### config.mk
export PLATFORM = sky130hd
export DESIGN_NAME = abm_ctrl
export DESIGN_NICKNAME = d
export VERILOG_FILES = /design/src/rtl/core/abm_pkg.sv /design/src/rtl/core/abm_ctrl.sv
export SDC_FILE = /design/constraint.sdc
export NUM_CORES = 1
export LEC_CHECK = 0
export BUFFER_PORTS_ARGS = -buffer_cell sky130_fd_sc_hd__buf_4
export CAP_MARGIN = 10
export CELL_PAD_IN_SITES_DETAIL_PLACEMENT = 2
export CELL_PAD_IN_SITES_GLOBAL_PLACEMENT = 2
export CORE_AREA = 2 2 39 41
export DETAILED_ROUTE_END_ITERATION = 6
export DIE_AREA = 0 0 41 43
export GPL_TIMING_DRIVEN = 0
export PLACE_DENSITY = 0.61
export RECOVER_POWER = 50
export SLEW_MARGIN = 15
export SYNTH_ARGS = -nofsm -noshare
export SYNTH_HDL_FRONTEND = slang
export SYNTH_SLANG_ARGS = --single-unit
### constraint.sdc
create_clock -name clk -period 1.1 [get_ports clk]
set_input_delay 0 -clock clk [delete_from_list [all_inputs] [get_ports clk]]
set_output_delay 0 -clock clk [all_outputs]
set_load 0.03 [all_outputs]
### src/rtl/core/abm_pkg.sv
// Shared types and operation codes for the adjacency bit matrix.
`default_nettype none
package abm_pkg;

	typedef enum logic [2:0] {
		OP_INSERT = 3'd0,
		OP_REMOVE = 3'd1,
		OP_QUERY  = 3'd2,
		OP_ADD    = 3'd3,
		OP_NEXT   = 3'd4
	} op_t;

	// controller -> datapath
	typedef struct packed {
		logic capture;
		logic exec;
		logic mirror;
		logic search;
	} abm_cmd_t;

	// datapath -> controller
	typedef struct packed {
		logic go_mirror;
		logic go_search;
	} abm_status_t;

endpackage
`default_nettype wire

### src/rtl/core/abm_ctrl.sv
// Sequencing state machine for the adjacency bit matrix.
`default_nettype none
module abm_ctrl (
	input  logic                  clk,
	input  logic                  arst_n,
	input  logic                  start,
	input  abm_pkg::abm_status_t  status,
	output logic                  busy,
	output abm_pkg::abm_cmd_t     cmd
);
	import abm_pkg::*;

	typedef enum logic [3:0] {
		ST_IDLE   = 4'b0001,
		ST_EXEC   = 4'b0010,
		ST_MIRROR = 4'b0100,
		ST_SEARCH = 4'b1000
	} state_t;

	state_t state_q, state_d;

	always_comb begin
		state_d = state_q;
		case (state_q)
			ST_IDLE: begin
				if (start) state_d = ST_EXEC;
			end
			ST_EXEC: begin
				if (status.go_mirror) state_d = ST_MIRROR;
				else if (status.go_search) state_d = ST_SEARCH;
				else state_d = ST_IDLE;
			end
			ST_MIRROR: state_d = ST_IDLE;
			ST_SEARCH: state_d = ST_IDLE;
			default:   state_d = ST_IDLE;
		endcase
	end

	always_ff @(posedge clk or negedge arst_n) begin
		if (!arst_n) state_q <= ST_IDLE;
		else state_q <= state_d;
	end

	assign busy        = (state_q != ST_IDLE);
	assign cmd.capture = (state_q == ST_IDLE) && start;
	assign cmd.exec    = (state_q == ST_EXEC);
	assign cmd.mirror  = (state_q == ST_MIRROR);
	assign cmd.search  = (state_q == ST_SEARCH);

endmodule
`default_nettype wire

==> key figures <==
Status
  – Outcome: finished with violations
  – Failing checks: negative setup slack

Synth
  – Mapped Avg Cell Area: 10.08 µm²
  – Top cells by count, synth: nor2_1 (4), dfrtp_1 (3), nand2_1 (2), nor4b_1 (2)
  – Area share of the largest cell type after synthesis: 0.3922
  – Cell count after synthesis: 19
  – Number of enable flip-flop cells after synthesis: 0
  – Ys flop type: dfrtp_1
  – Post-synthesis register bit count: 4
  – Most frequent cell after synthesis: nor2_1
  – Syn Nets: 24
  – Yosys cell types: 12
  – Area leader, netlist: dfrtp_1
  – Ys Warns: 0
  – Seq/Total Area, Yosys: 0.5294
  – Asr flop ratio synth: 1.000
  – Synthesized area: 191.4 µm²
  – Ranking of synthesized cells by area: dfrtp_1 (39%), dfstp_2 (14%), nor4b_1 (9.2%)

Detailed routing
  – Routed WL per cell: 12.02 µm
  – Final wirelength: between 600 and 700 µm
  – DRC Markers: 0
  – Mean number of vias per cell: between 4 and 5
  – Top Layer Used: met3
  – Routed metal-1 wire length: 223 µm
  – Final ANT Viol Nets: 0
  – Metal3 WL: ~55 µm
  – Via count: 207
  – Metal2 WL: 334 µm
  – Initial DRT Pass Iterations: 1
  – Initial drt markers: 0

Finish
  – Fraction of layout cells with a size suffix above 1: 0.6857
  – Largest register FFs: 4
  – Number of fill cells: 165
  – ANT cells: 0
  – Final nets: 41
  – Biggest regs: state_q (4)
  – Biggest register: state_q
  – Multi-input gate area: between 100 and 150 µm²
  – Area delta synth->final: 100.0%
  – Storage cell area: between 100 and 150 µm²
  – Finished Cell Area: approximately 380 µm²

Pwr
  – Largest vdd supply drop: between 0.0005 and 0.0006 V
  – Leakage: 0.1644 nW
  – Combinational share of power: 0.435
  – Pint: roughly 490 µW
  – Switching pwr: between 300 and 400 µW
  – Power Dens Cells: 2070 nW/µm²
  – Sequential Power Share: 0.307
  – Clock power share: 0.257
  – Switch share: 0.3878

Hold path
  – Hold Path Stages: 2
  – Worst min-delay path category: in -> reg

CTS
  – Worst-path clk slew: 0.04 ns
  – TritonCTS Buffers: 3
  – Root buf cell: clkbuf_4
  – Bufs on Longest Clock Path: 2
  – Worst skew pair latency: 0.24 ns
  – CTS tree: done
  – H-tree levels: 1
  – Clk sinks: 4

Floorplan
  – Total I/O pin count: 10
  – Cell Rows: 14
  – Die area: about 1800 µm²
  – Core area: 1384 µm²
  – Die Wd: 41 µm
  – Initial core utilization: 0.1383
  – Die Y: between 40 and 50 µm

Global route
  – Grt ovf: 0
  – Overall Global Routing Usage: 0.08359
  – First-pass GRT wire length: a little over 900 µm
  – Largest net degree at the start of global routing: 6
  – Vias in the first global route: between 200 and 250
  – Antenna violations before repair: 0

Setup path
  – Crit. End Element: output pin
  – Worst-path fanout max: 5
  – Critical path arrival: 1.23 ns
  – Startpoint Class: flop
  – R2R depth: 3
  – Setup CP Type: reg -> out
  – Worst EP required: around 1.1 ns

STA
  – Hold Slack: 0.01868 ns
  – Final hold violation count: 0
  – Fin crit share: 1.114
  – Skew final: 0.003140 ns
  – Final worst slack: -0.1251 ns
  – Tmin final: 1.225 ns
  – Final setup viols: 7
  – F_max: 816.2 MHz
  – Slew Limit Headroom: 0.8428
  – RSZ-0062 raised after global routing: true
  – Slew Viols, Final: 0
  – Least-Margin Pin Slew: 0.2357 ns
  – Setup tns final: -0.4019 ns

Place
  – Buffers on Ports: 9
  – Hpwl dp: 434.1 µm
  – Area after DPL: 292.8 µm²
  – RD Place Congestion: around 0.56

Flow run
  – Max-cap viol count: 0
## power by group through the flow
stage / logic, mW / registers (mW) / clock network (mW)
floorplan: 0.181 / 0.220 / 0
global placement: 0.269 / 0.227 / 0
detailed placement: 0.272 / 0.231 / 0
CTS: 0.314 / 0.236 / 0.212
global route: 0.372 / 0.249 / 0.233
finish: 0.345 / 0.244 / 0.204
## timing repair
item | 4_1_cts | 5_1_grt
hold buffers | 1 | 0
hold endpoints to repair | 4 | 0
setup endpoints to repair | 5 | 8
pin swaps | 2 | 2
setup buffers | 1 | 3
cloned | 0 | 0
resized for setup | 4 | 8
## area by class of cell
type                            count  share of cell area
Clock buffer                        4             0.06863
Tap cell                           16             0.05229
Sequential cell                     4              0.2745
Multi-Input combinational cell     14              0.3333
Inverter                            1            0.009804
Timing Repair Buffer               12              0.2614
## critical path, cell delays in order (launching register included)
cell and delay, ns:
dfstp_2 0.57, nand3b_1 0.17, nor2_4 0.12, buf_6 0.13
## cell usage in the layout, fill, tap and decap left out
cell type / n
nand2_1: 2
nand2b_1: 1
buf_4: 7
clkbuf_1: 2
and2_2: 1
nor3_4: 1
nor4b_2: 2
and3b_1: 1
nor2_1: 1
dfstp_2: 1
inv_1: 1
dfrtp_2: 3
dlygate4sd3_1: 1
nor2_4: 3
buf_6: 3
clkbuf_4: 3
nand3b_1: 1
o22ai_1: 1
## final timing paths
| kind | from | endpoint | slack [ns] |
|---|---|---|---|
| setup / recovery | state_q[0] | cmd[3] | -0.13 |
| min in group asynchronous | arst_n | state_q[1] | 0.13 |
| hold / removal | status[1] | state_q[2] | 0.02 |
| setup reg to reg | state_q[0] | state_q[2] | -0.03 |
| hold reg to reg | state_q[3] | state_q[0] | 0.55 |
| max in group asynchronous | arst_n | state_q[0] | 0.71 |
## cell families (layout without fill, tap and decap cells)
group | count (synthesis) | after routing | synth area share
flip-flops | 4 | 4 | 0.5294
AO/OA/AOI/OAI | 1 | 1 | 0.03270
AND/OR/NAND/NOR | 13 | 13 | 0.4184
buffers and inverters | 1 | 17 | 0.01959
## metal layers
layer / vias up / GRT usage
met5: - / 0
met4: 0 / 0.06000
met3: 0 / 0.03141
met2: 10 / 0.1344
met1: 99 / 0.08117
li1: 98 / -
## per-stage QoR
step / cells / setup slack (ns) / util / power (mW)
after floorplan: 19 / -0.3797 / - / 0.4006
after CTS: 50 / -0.1422 / 0.2532 / 0.7613
final: 51 / -0.1251 / 0.2767 / 0.7927
after detailed placement: 44 / 0.004942 / 0.2116 / 0.5033
after global placement: 44 / 0.03678 / 0.2116 / 0.4963
after global routing: 51 / -0.1852 / 0.2767 / 0.8542
(Power assumes the default switching activity.)
